## src/design/md5_pkg.sv

```systemverilog
// ---------------------------------------------------------------------------
// md5_pkg
// Constants, types and round functions shared by the MD5 digest modules.
// ---------------------------------------------------------------------------
package md5_pkg;

  localparam logic [31:0] INIT_A = 32'h67452301;
  localparam logic [31:0] INIT_B = 32'hefcdab89;
  localparam logic [31:0] INIT_C = 32'h98badcfe;
  localparam logic [31:0] INIT_D = 32'h10325476;
  localparam logic [7:0]  PAD_BYTE = 8'h80;
  localparam int          BLOCK_BYTES = 64;
  localparam int          LEN_POS = 56;

  // Byte source selected for a buffer write
  localparam logic [1:0] WSEL_DATA = 2'd0;
  localparam logic [1:0] WSEL_PAD  = 2'd1;
  localparam logic [1:0] WSEL_ZERO = 2'd2;
  localparam logic [1:0] WSEL_LEN  = 2'd3;

  // Commands from controller to datapath
  typedef struct packed {
    logic       buf_we;
    logic [1:0] wsel;
    logic       len_add;
    logic       rnd_start;
    logic       rnd_step;
    logic       chain_add;
    logic       chain_init;
    logic       out_load;
  } md5_cmd_t;

  // Status from datapath to controller
  typedef struct packed {
    logic [5:0] round;
  } md5_sts_t;

  function automatic logic [31:0] round_k(input logic [5:0] r);
    logic [31:0] k;
    unique case (r)
      6'd0: k = 32'hd76aa478;  6'd1: k = 32'he8c7b756;  6'd2: k = 32'h242070db;
      6'd3: k = 32'hc1bdceee;  6'd4: k = 32'hf57c0faf;  6'd5: k = 32'h4787c62a;
      6'd6: k = 32'ha8304613;  6'd7: k = 32'hfd469501;  6'd8: k = 32'h698098d8;
      6'd9: k = 32'h8b44f7af;  6'd10: k = 32'hffff5bb1; 6'd11: k = 32'h895cd7be;
      6'd12: k = 32'h6b901122; 6'd13: k = 32'hfd987193; 6'd14: k = 32'ha679438e;
      6'd15: k = 32'h49b40821; 6'd16: k = 32'hf61e2562; 6'd17: k = 32'hc040b340;
      6'd18: k = 32'h265e5a51; 6'd19: k = 32'he9b6c7aa; 6'd20: k = 32'hd62f105d;
      6'd21: k = 32'h02441453; 6'd22: k = 32'hd8a1e681; 6'd23: k = 32'he7d3fbc8;
      6'd24: k = 32'h21e1cde6; 6'd25: k = 32'hc33707d6; 6'd26: k = 32'hf4d50d87;
      6'd27: k = 32'h455a14ed; 6'd28: k = 32'ha9e3e905; 6'd29: k = 32'hfcefa3f8;
      6'd30: k = 32'h676f02d9; 6'd31: k = 32'h8d2a4c8a; 6'd32: k = 32'hfffa3942;
      6'd33: k = 32'h8771f681; 6'd34: k = 32'h6d9d6122; 6'd35: k = 32'hfde5380c;
      6'd36: k = 32'ha4beea44; 6'd37: k = 32'h4bdecfa9; 6'd38: k = 32'hf6bb4b60;
      6'd39: k = 32'hbebfbc70; 6'd40: k = 32'h289b7ec6; 6'd41: k = 32'heaa127fa;
      6'd42: k = 32'hd4ef3085; 6'd43: k = 32'h04881d05; 6'd44: k = 32'hd9d4d039;
      6'd45: k = 32'he6db99e5; 6'd46: k = 32'h1fa27cf8; 6'd47: k = 32'hc4ac5665;
      6'd48: k = 32'hf4292244; 6'd49: k = 32'h432aff97; 6'd50: k = 32'hab9423a7;
      6'd51: k = 32'hfc93a039; 6'd52: k = 32'h655b59c3; 6'd53: k = 32'h8f0ccc92;
      6'd54: k = 32'hffeff47d; 6'd55: k = 32'h85845dd1; 6'd56: k = 32'h6fa87e4f;
      6'd57: k = 32'hfe2ce6e0; 6'd58: k = 32'ha3014314; 6'd59: k = 32'h4e0811a1;
      6'd60: k = 32'hf7537e82; 6'd61: k = 32'hbd3af235; 6'd62: k = 32'h2ad7d2bb;
      default: k = 32'heb86d391;
    endcase
    return k;
  endfunction

  function automatic logic [4:0] round_s(input logic [5:0] r);
    logic [4:0] s;
    unique case ({r[5:4], r[1:0]})
      4'd0: s = 5'd7;   4'd1: s = 5'd12;  4'd2: s = 5'd17;  4'd3: s = 5'd22;
      4'd4: s = 5'd5;   4'd5: s = 5'd9;   4'd6: s = 5'd14;  4'd7: s = 5'd20;
      4'd8: s = 5'd4;   4'd9: s = 5'd11;  4'd10: s = 5'd16; 4'd11: s = 5'd23;
      4'd12: s = 5'd6;  4'd13: s = 5'd10; 4'd14: s = 5'd15; default: s = 5'd21;
    endcase
    return s;
  endfunction

  // Message word index used in a given round
  function automatic logic [3:0] round_w(input logic [5:0] r);
    logic [3:0] i;
    unique case (r[5:4])
      2'd0: i = r[3:0];
      2'd1: i = 4'(5 * r[3:0] + 1);
      2'd2: i = 4'(3 * r[3:0] + 5);
      default: i = 4'(7 * r[3:0]);
    endcase
    return i;
  endfunction

endpackage

```

## src/design/md5_ctrl.sv

```systemverilog
// ---------------------------------------------------------------------------
// md5_ctrl
// Sequencer: byte collection, padding, 64-round compression and output.
// ---------------------------------------------------------------------------
module md5_ctrl import md5_pkg::*; (
  input  logic       clk,
  input  logic       rst_n,
  input  logic       in_valid,
  output logic       in_ready,
  input  logic       in_byte_valid,
  input  logic       in_last,
  output logic       out_valid,
  input  logic       out_ready,
  output logic [5:0] widx,
  output md5_cmd_t   cmd,
  input  md5_sts_t   sts
);

  localparam logic [2:0] S_IDLE = 3'd0;
  localparam logic [2:0] S_PAD  = 3'd1;
  localparam logic [2:0] S_RND  = 3'd2;
  localparam logic [2:0] S_FIN  = 3'd3;
  localparam logic [2:0] S_OUT  = 3'd4;

  logic [2:0] state_r, state_nxt;
  logic [5:0] fill_r, fill_nxt;
  logic       fin_r, fin_nxt;     // padding pending after this block
  logic       lenb_r, lenb_nxt;   // current block carries the length
  logic       padg_r, padg_nxt;   // padding of the message under way
  logic       ov_r, ov_nxt;
  logic       acc;

  assign in_ready  = (state_r == S_IDLE);
  assign out_valid = ov_r;
  assign acc       = in_valid && in_ready;
  assign widx      = fill_r;

  always_comb begin
    state_nxt = state_r;
    fill_nxt  = fill_r;
    fin_nxt   = fin_r;
    lenb_nxt  = lenb_r;
    padg_nxt  = padg_r;
    ov_nxt    = ov_r;
    cmd       = '0;
    if (ov_r && out_ready) begin
      ov_nxt = 1'b0;
    end
    unique case (state_r)
      S_IDLE: begin
        if (acc) begin
          if (in_byte_valid) begin
            cmd.buf_we  = 1'b1;
            cmd.wsel    = WSEL_DATA;
            cmd.len_add = 1'b1;
            fill_nxt    = fill_r + 6'd1;
          end
          fin_nxt = in_last;
          if (in_byte_valid && fill_r == 6'd63) begin
            cmd.rnd_start = 1'b1;
            state_nxt     = S_RND;
          end else if (in_last) begin
            state_nxt = S_PAD;
          end
        end
      end
      S_PAD: begin
        // Write pad byte, zeros, then length bytes
        cmd.buf_we = 1'b1;
        fill_nxt   = fill_r + 6'd1;
        if (fin_r) begin
          cmd.wsel = WSEL_PAD;
          fin_nxt  = 1'b0;
          padg_nxt = 1'b1;
          lenb_nxt = (fill_r < 6'(LEN_POS));
        end else if (lenb_r && fill_r >= 6'(LEN_POS)) begin
          cmd.wsel = WSEL_LEN;
        end else begin
          cmd.wsel = WSEL_ZERO;
        end
        if (fill_r == 6'd63) begin
          cmd.rnd_start = 1'b1;
          state_nxt     = S_RND;
        end
      end
      S_RND: begin
        cmd.rnd_step = 1'b1;
        if (sts.round == 6'd63) begin
          state_nxt = S_FIN;
        end
      end
      S_FIN: begin
        // Fold the block in, then collect, pad further or emit
        cmd.chain_add = 1'b1;
        if (fin_r) begin
          state_nxt = S_PAD;
        end else if (!padg_r) begin
          state_nxt = S_IDLE;
        end else if (!lenb_r) begin
          lenb_nxt  = 1'b1;
          state_nxt = S_PAD;
        end else begin
          state_nxt = S_OUT;
        end
      end
      S_OUT: begin
        if (!ov_r) begin
          cmd.out_load   = 1'b1;
          cmd.chain_init = 1'b1;
          ov_nxt         = 1'b1;
          lenb_nxt       = 1'b0;
          padg_nxt       = 1'b0;
          state_nxt      = S_IDLE;
        end
      end
      default: state_nxt = S_IDLE;
    endcase
  end

  // Hold control state
  always_ff @(posedge clk) begin
    if (!rst_n) begin
      state_r <= S_IDLE;
      fill_r  <= '0;
      fin_r   <= 1'b0;
      lenb_r  <= 1'b0;
      padg_r  <= 1'b0;
      ov_r    <= 1'b0;
    end else begin
      state_r <= state_nxt;
      fill_r  <= fill_nxt;
      fin_r   <= fin_nxt;
      lenb_r  <= lenb_nxt;
      padg_r  <= padg_nxt;
      ov_r    <= ov_nxt;
    end
  end

endmodule

```

## src/design/md5_dp.sv

```systemverilog
// ---------------------------------------------------------------------------
// md5_dp
// Datapath: block buffer, bit length, round unit and chaining value.
// ---------------------------------------------------------------------------
module md5_dp import md5_pkg::*; (
  input  logic        clk,
  input  logic        rst_n,
  input  logic [7:0]  in_byte_value,
  input  logic [5:0]  widx,
  input  md5_cmd_t    cmd,
  output md5_sts_t    sts,
  output logic [63:0] out_digest_low,
  output logic [63:0] out_digest_high
);

  logic [31:0]  buf_r [BLOCK_BYTES / 4];
  logic [63:0]  len_r;
  logic [31:0]  ch_r [4];
  logic [31:0]  a_r, b_r, c_r, d_r;
  logic [5:0]   rnd_r;
  logic [63:0]  dl_r, dh_r;
  logic [7:0]   wbyte;
  logic [31:0]  f, w, sum;
  logic [4:0]   sh;
  logic [3:0]   wi;
  logic [2:0]   lsel;

  assign lsel = widx[2:0];
  always_comb begin
    unique case (cmd.wsel)
      WSEL_DATA: wbyte = in_byte_value;
      WSEL_PAD:  wbyte = PAD_BYTE;
      WSEL_ZERO: wbyte = 8'h00;
      default:   wbyte = len_r[{lsel, 3'b000} +: 8];
    endcase
  end

  // Store bytes into the word-wide block buffer, little-endian within a word
  always_ff @(posedge clk) begin
    if (cmd.buf_we) begin
      buf_r[widx[5:2]][{widx[1:0], 3'b000} +: 8] <= wbyte;
    end
  end

  // Round function for the current round
  assign wi = round_w(rnd_r);
  assign w  = buf_r[wi];
  assign sh = round_s(rnd_r);
  always_comb begin
    unique case (rnd_r[5:4])
      2'd0: f = (b_r & c_r) | (~b_r & d_r);
      2'd1: f = (d_r & b_r) | (~d_r & c_r);
      2'd2: f = b_r ^ c_r ^ d_r;
      default: f = c_r ^ (b_r | ~d_r);
    endcase
  end
  assign sum = a_r + f + round_k(rnd_r) + w;
  assign sts.round = rnd_r;

  // Start and advance rounds, fold into the chain, reinitialise chain and length
  always_ff @(posedge clk) begin
    if (!rst_n) begin
      len_r <= '0;
      ch_r  <= '{INIT_A, INIT_B, INIT_C, INIT_D};
      rnd_r <= '0;
    end else begin
      if (cmd.len_add) len_r <= len_r + 64'd8;
      if (cmd.rnd_start) begin
        a_r <= ch_r[0]; b_r <= ch_r[1]; c_r <= ch_r[2]; d_r <= ch_r[3];
        rnd_r <= '0;
      end
      if (cmd.rnd_step) begin
        a_r   <= d_r;
        d_r   <= c_r;
        c_r   <= b_r;
        b_r   <= b_r + ((sum << sh) | (sum >> (6'd32 - {1'b0, sh})));
        rnd_r <= rnd_r + 6'd1;
      end
      if (cmd.chain_add) begin
        ch_r[0] <= ch_r[0] + a_r; ch_r[1] <= ch_r[1] + b_r;
        ch_r[2] <= ch_r[2] + c_r; ch_r[3] <= ch_r[3] + d_r;
      end
      if (cmd.chain_init) begin
        ch_r  <= '{INIT_A, INIT_B, INIT_C, INIT_D};
        len_r <= '0;
      end
    end
  end

  always_ff @(posedge clk) begin
    if (cmd.out_load) begin
      dl_r <= {ch_r[1], ch_r[0]};
      dh_r <= {ch_r[3], ch_r[2]};
    end
  end

  assign out_digest_low  = dl_r;
  assign out_digest_high = dh_r;

endmodule

```

## src/design/md5_message_digest.sv

```systemverilog
// ---------------------------------------------------------------------------
// md5_message_digest
// MD5 digest of a byte stream, at most one byte per item, 128-bit result per message.
// ---------------------------------------------------------------------------
//  channel | ports                                   | moves
//  in      | in_valid/in_ready, byte_value/valid/last | one byte or end mark
//  out     | out_valid/out_ready, digest_low/high     | one digest
//
// Bytes are taken only while idle; the 64th byte of a block starts the 64
// rounds, then the chain update, and only after that is the next item taken.
// On last, padding writes one buffer byte a cycle up to the block end and
// one or two blocks run; the digest register then loads once any waiting digest is taken.
// Input goes on while a digest waits; only the next digest stalls for it.
// Reset clears control, chain value and length; the buffer needs none.
module md5_message_digest import md5_pkg::*; (
  input  logic        clk,
  input  logic        rst_n,
  input  logic        in_valid,
  output logic        in_ready,
  input  logic [7:0]  in_byte_value,
  input  logic        in_byte_valid,
  input  logic        in_last,
  output logic        out_valid,
  input  logic        out_ready,
  output logic [63:0] out_digest_low,
  output logic [63:0] out_digest_high
);

  md5_cmd_t   cmd;
  md5_sts_t   sts;
  logic [5:0] widx;

  md5_ctrl u_ctrl (
    .clk, .rst_n, .in_valid, .in_ready, .in_byte_valid, .in_last,
    .out_valid, .out_ready, .widx, .cmd, .sts
  );

  md5_dp u_dp (
    .clk, .rst_n, .in_byte_value, .widx, .cmd, .sts,
    .out_digest_low, .out_digest_high
  );

endmodule

```

## config.mk

```make
export PLATFORM = sky130hd
export DESIGN_NAME = md5_message_digest
export DESIGN_NICKNAME = d
export VERILOG_FILES = /design/src/design/md5_pkg.sv /design/src/design/md5_ctrl.sv /design/src/design/md5_dp.sv /design/src/design/md5_message_digest.sv
export SDC_FILE = /design/constraint.sdc
export NUM_CORES = 2
export LEC_CHECK = 0
export ABC_CLOCK_PERIOD_IN_PS = 16900
export BUFFER_PORTS_ARGS = -buffer_cell sky130_fd_sc_hd__buf_2
export CAP_MARGIN = 5
export CORE_MARGIN = 1
export CORE_UTILIZATION = 55
export DETAILED_ROUTE_END_ITERATION = 8
export MAX_ROUTING_LAYER = met4
export PLACE_DENSITY = 0.82
export REMOVE_ABC_BUFFERS = 1
export SYNTH_ARGS = -nofsm -noshare
export SYNTH_HDL_FRONTEND = slang
export SYNTH_SLANG_ARGS = --single-unit
export TNS_END_PERCENT = 50
```

## constraint.sdc

```tcl
create_clock -name clk -period 16.9 [get_ports clk]
set_input_delay 3.38 -clock clk [delete_from_list [all_inputs] [get_ports clk]]
set_output_delay 3.38 -clock clk [all_outputs]
set_load 0.03 [all_outputs]
```

==> out/metrics.csv <==
stage,metric,value,unit
outcome,status,completed,
sta,finalSetupViolations,0,
yosys,synthFlopType,edfxtp_1,
worst_setup_path,slowest_delay,0.77,ns
die,start_util,55.57,%
sta,period_share,76.15,%
finish,finalNonFillerCells,6882,
grt,grt_max_degree,100,
route,vias,44935,
clock_network,htree_levels,3,
worst_setup_path,crit_path_max_fanout,86,
yosys,synth.avg_cell_area,10.67,sq um
sta,rsz0062_at_grt,no,
clock_network,post_cts_buffers,0,
grt,antenna_found_initial,4,
yosys,ys_seq_area_share,48.49,%
grt,overflow,0,
yosys,yosys_warnings,0,
sta,min_period,12.87,ns
route,wire_per_inst,25.00,um
die,fp.dieW,325.8,um
yosys,syn_inst,5408,
finish,area_delta_synth_final,9.439,%
yosys,yosysTopAreaCell,edfxtp_1,
clock_network,clockBufferDepth,3,
yosys,synth_top_area_share,39.98,%
power,powerDensity,89.24,nW/um^2
clock_network,ctsResizeCount,0,
grt,grt.total_usage,32.73,%
sta,hold_violations,0,
min_path,hp-class,reg -> reg,
route,viasPerCell,6.529,
finish,nets,5715,
power,fin_total_pwr,5.633,mW
yosys,async_reset_ff_share,0,%
run,cap_violations,0,
sta,slew_viol_final,0,
die,dieArea,106200,sq um
route,remaining_drc_errors,0,
worst_setup_path,critPathKind,reg -> reg,
clock_network,clkLatencyLatePin,0.74,ns
sta,fin_ws,4.031,ns
sta,fin_tns_setup,0,ns
clock_network,cts_hold_buf,0,
clock_network,numCtsBuffers,103,
sta,worst_pin_slew,1.309,ns
grt,grt_pass1_wl,258900,um
clock_network,root_buffer,clkbuf_16,
place,dp.cells,6690,
power,p_leak,23.69,nW
worst_setup_path,crit_top_cell,a211oi_1,
worst_setup_path,startpoint_type,register,
yosys,ys_types,93,
yosys,synth_edf_count,768,
sta,max_freq,0.07771,GHz
place,dp_hpwl,117800,um
worst_setup_path,cp_data_arrival_time,13.42,ns
worst_setup_path,required,17.45,ns
worst_setup_path,slowest_stage,a221oi_1,
place,place_congestion,1.012,
sta,skew,0.04164,ns
place,place_worst_setup_slack,4.237,ns
die,coreArea,103800,sq um
power,vdd_ir_drop_max,94.67,uV
route,antenna_left,0,
clock_network,clock-sinks,1013,
yosys,yosys-top-cells-area,"edfxtp_1 40%, dfxtp_1 8.5%, mux4_2 6.1%",
sta,slew_headroom,12.36,%
die,die_h,325.8,um
route,drtIter0Drc,5545,
worst_setup_path,endpoint_kind,register,
place,io_buffers,143,
clock_network,clk_pin_slew,0.06,ns
die,io_pins,144,
finish,drive_gt1_share,11.82,%
route,drt_first_pass_iters,9,
die,rows,118,
clock_network,cts_tree,built,
yosys,syn_area,57680,sq um
yosys,synth-seq-cells,1013,
grt,grt_pass1_vias,42703,
route,drt_wl_total,172000,um
==> logic make-up after synthesis <==
logic type               share of synthesized area [%]
AND/OR/NAND/NOR                                  11.87
buffers and inverters                            3.868
adder cells (fa/ha/maj)                          7.640
AO/OA/AOI/OAI                                    15.36
multiplexers                                     8.846
flip-flops                                       48.49
XOR/XNOR                                         3.922
==> placed cells by master, fill, tap and decap left out, types with 35 or more instances in the layout <==
| cell type | instances |
|---|---|
| a211oi_1 | 80 |
| nor2b_1 | 37 |
| xor2_1 | 126 |
| mux2i_1 | 115 |
| o211ai_1 | 78 |
| clkbuf_16 | 108 |
| buf_4 | 67 |
| mux2_2 | 36 |
| nand3_1 | 125 |
| a21oi_1 | 387 |
| dfxtp_1 | 242 |
| buf_2 | 143 |
| fa_1 | 69 |
| inv_1 | 270 |
| mux4_2 | 157 |
| o21ai_0 | 316 |
| edfxtp_1 | 768 |
| a31oi_1 | 70 |
| and2_1 | 43 |
| ha_1 | 217 |
| nor2_1 | 361 |
| or3_1 | 45 |
| nand2_1 | 726 |
| nor3_1 | 62 |
| xnor2_1 | 123 |
| nand2b_1 | 35 |
| a21o_1 | 83 |
==> registers in the layout, summed over array words and instances (netlist names), 61 cells and up, named ones only <==
signal,cells
u_dp.len_r,61
u_dp.buf_r,512
u_dp.out_digest_low,64
u_dp.ch_r,128
u_dp.out_digest_high,64
==> metrics by stage <==
step                utilization (%)  instance area [sq um]  hold slack, ns
global placement              57.41                  59590          0.4642
detailed placement            57.41                  59590          0.4737
floorplan                         -                  56480          0.4389
CTS                           60.81                  63120          0.4930
finish                        60.82                  63120          0.4916
global route                  60.82                  63120          0.5106
==> worst max-delay path, delay by kind of cell (launching register included) <==
family	cells	cell delay [ns]
muxes	2	1.13
xor gates and xnor gates	3	0.77
DFF	1	0.66
adders and majority gates	4	1.94
buffers and inverters	5	1.79
and+or+nand+nor	4	0.61
AOI/OAI and AO/OA	19	5.64
==> power by group <==
group / total [mW] / internal [mW] / leakage, nW / switching [mW]
logic: 0.582 / 0.213 / 12.9 / 0.369
clock network: 2.36 / 1.34 / 1.68 / 1.02
registers: 2.69 / 2.68 / 9.08 / 0.00616
==> Yosys cell counts (all sizes together) (33+ instances only) <==
cell type	count
nor2	364
mux2i	116
nor2b	38
edfxtp	768
clkbuf	250
dfxtp	245
nand2	728
or3	46
a31oi	71
a21oi	390
o211ai	78
buf	59
xnor2	126
a211oi	81
and2	44
nor3	64
mux4	157
xor2	127
ha	217
inv	273
o21ai	322
and3	33
a21o	83
fa	69
nand3	125
mux2	36
nand2b	35
==> worst paths after layout <==
path | slack, ns | endpoint | cells after the start | from
setup reg to reg | 4.03 | u_dp.b_r[31] | 37 | u_dp.sts[5]
setup / recovery | 4.03 | u_dp.b_r[31] | 37 | u_dp.sts[5]
hold / removal | 0.49 | u_dp.ch_r[26] | 2 | u_dp.ch_r[26]
hold reg to reg | 0.49 | u_dp.ch_r[26] | 2 | u_dp.ch_r[26]
==> metal layers <==
metal  GRT usage, %  wire (um)  vias up
met5              -          0        -
met4          16.03       9742        0
met3          5.243      15310      509
met2          51.72      81330     2538
met1          41.09      65650    21874
li1               -          -    20014
==> layout make-up <==
class	instances	area [sq um]
inverter	275	1037
multi-input combinational	3811	27610
antenna	2	5.005
fill	8142	40670
sequential	1013	27980
clock inverter	56	640.6
timing repair buffer	211	1239
tap	1380	1727
clock buffer	134	2890
Power figures use the tool's default switching activity.
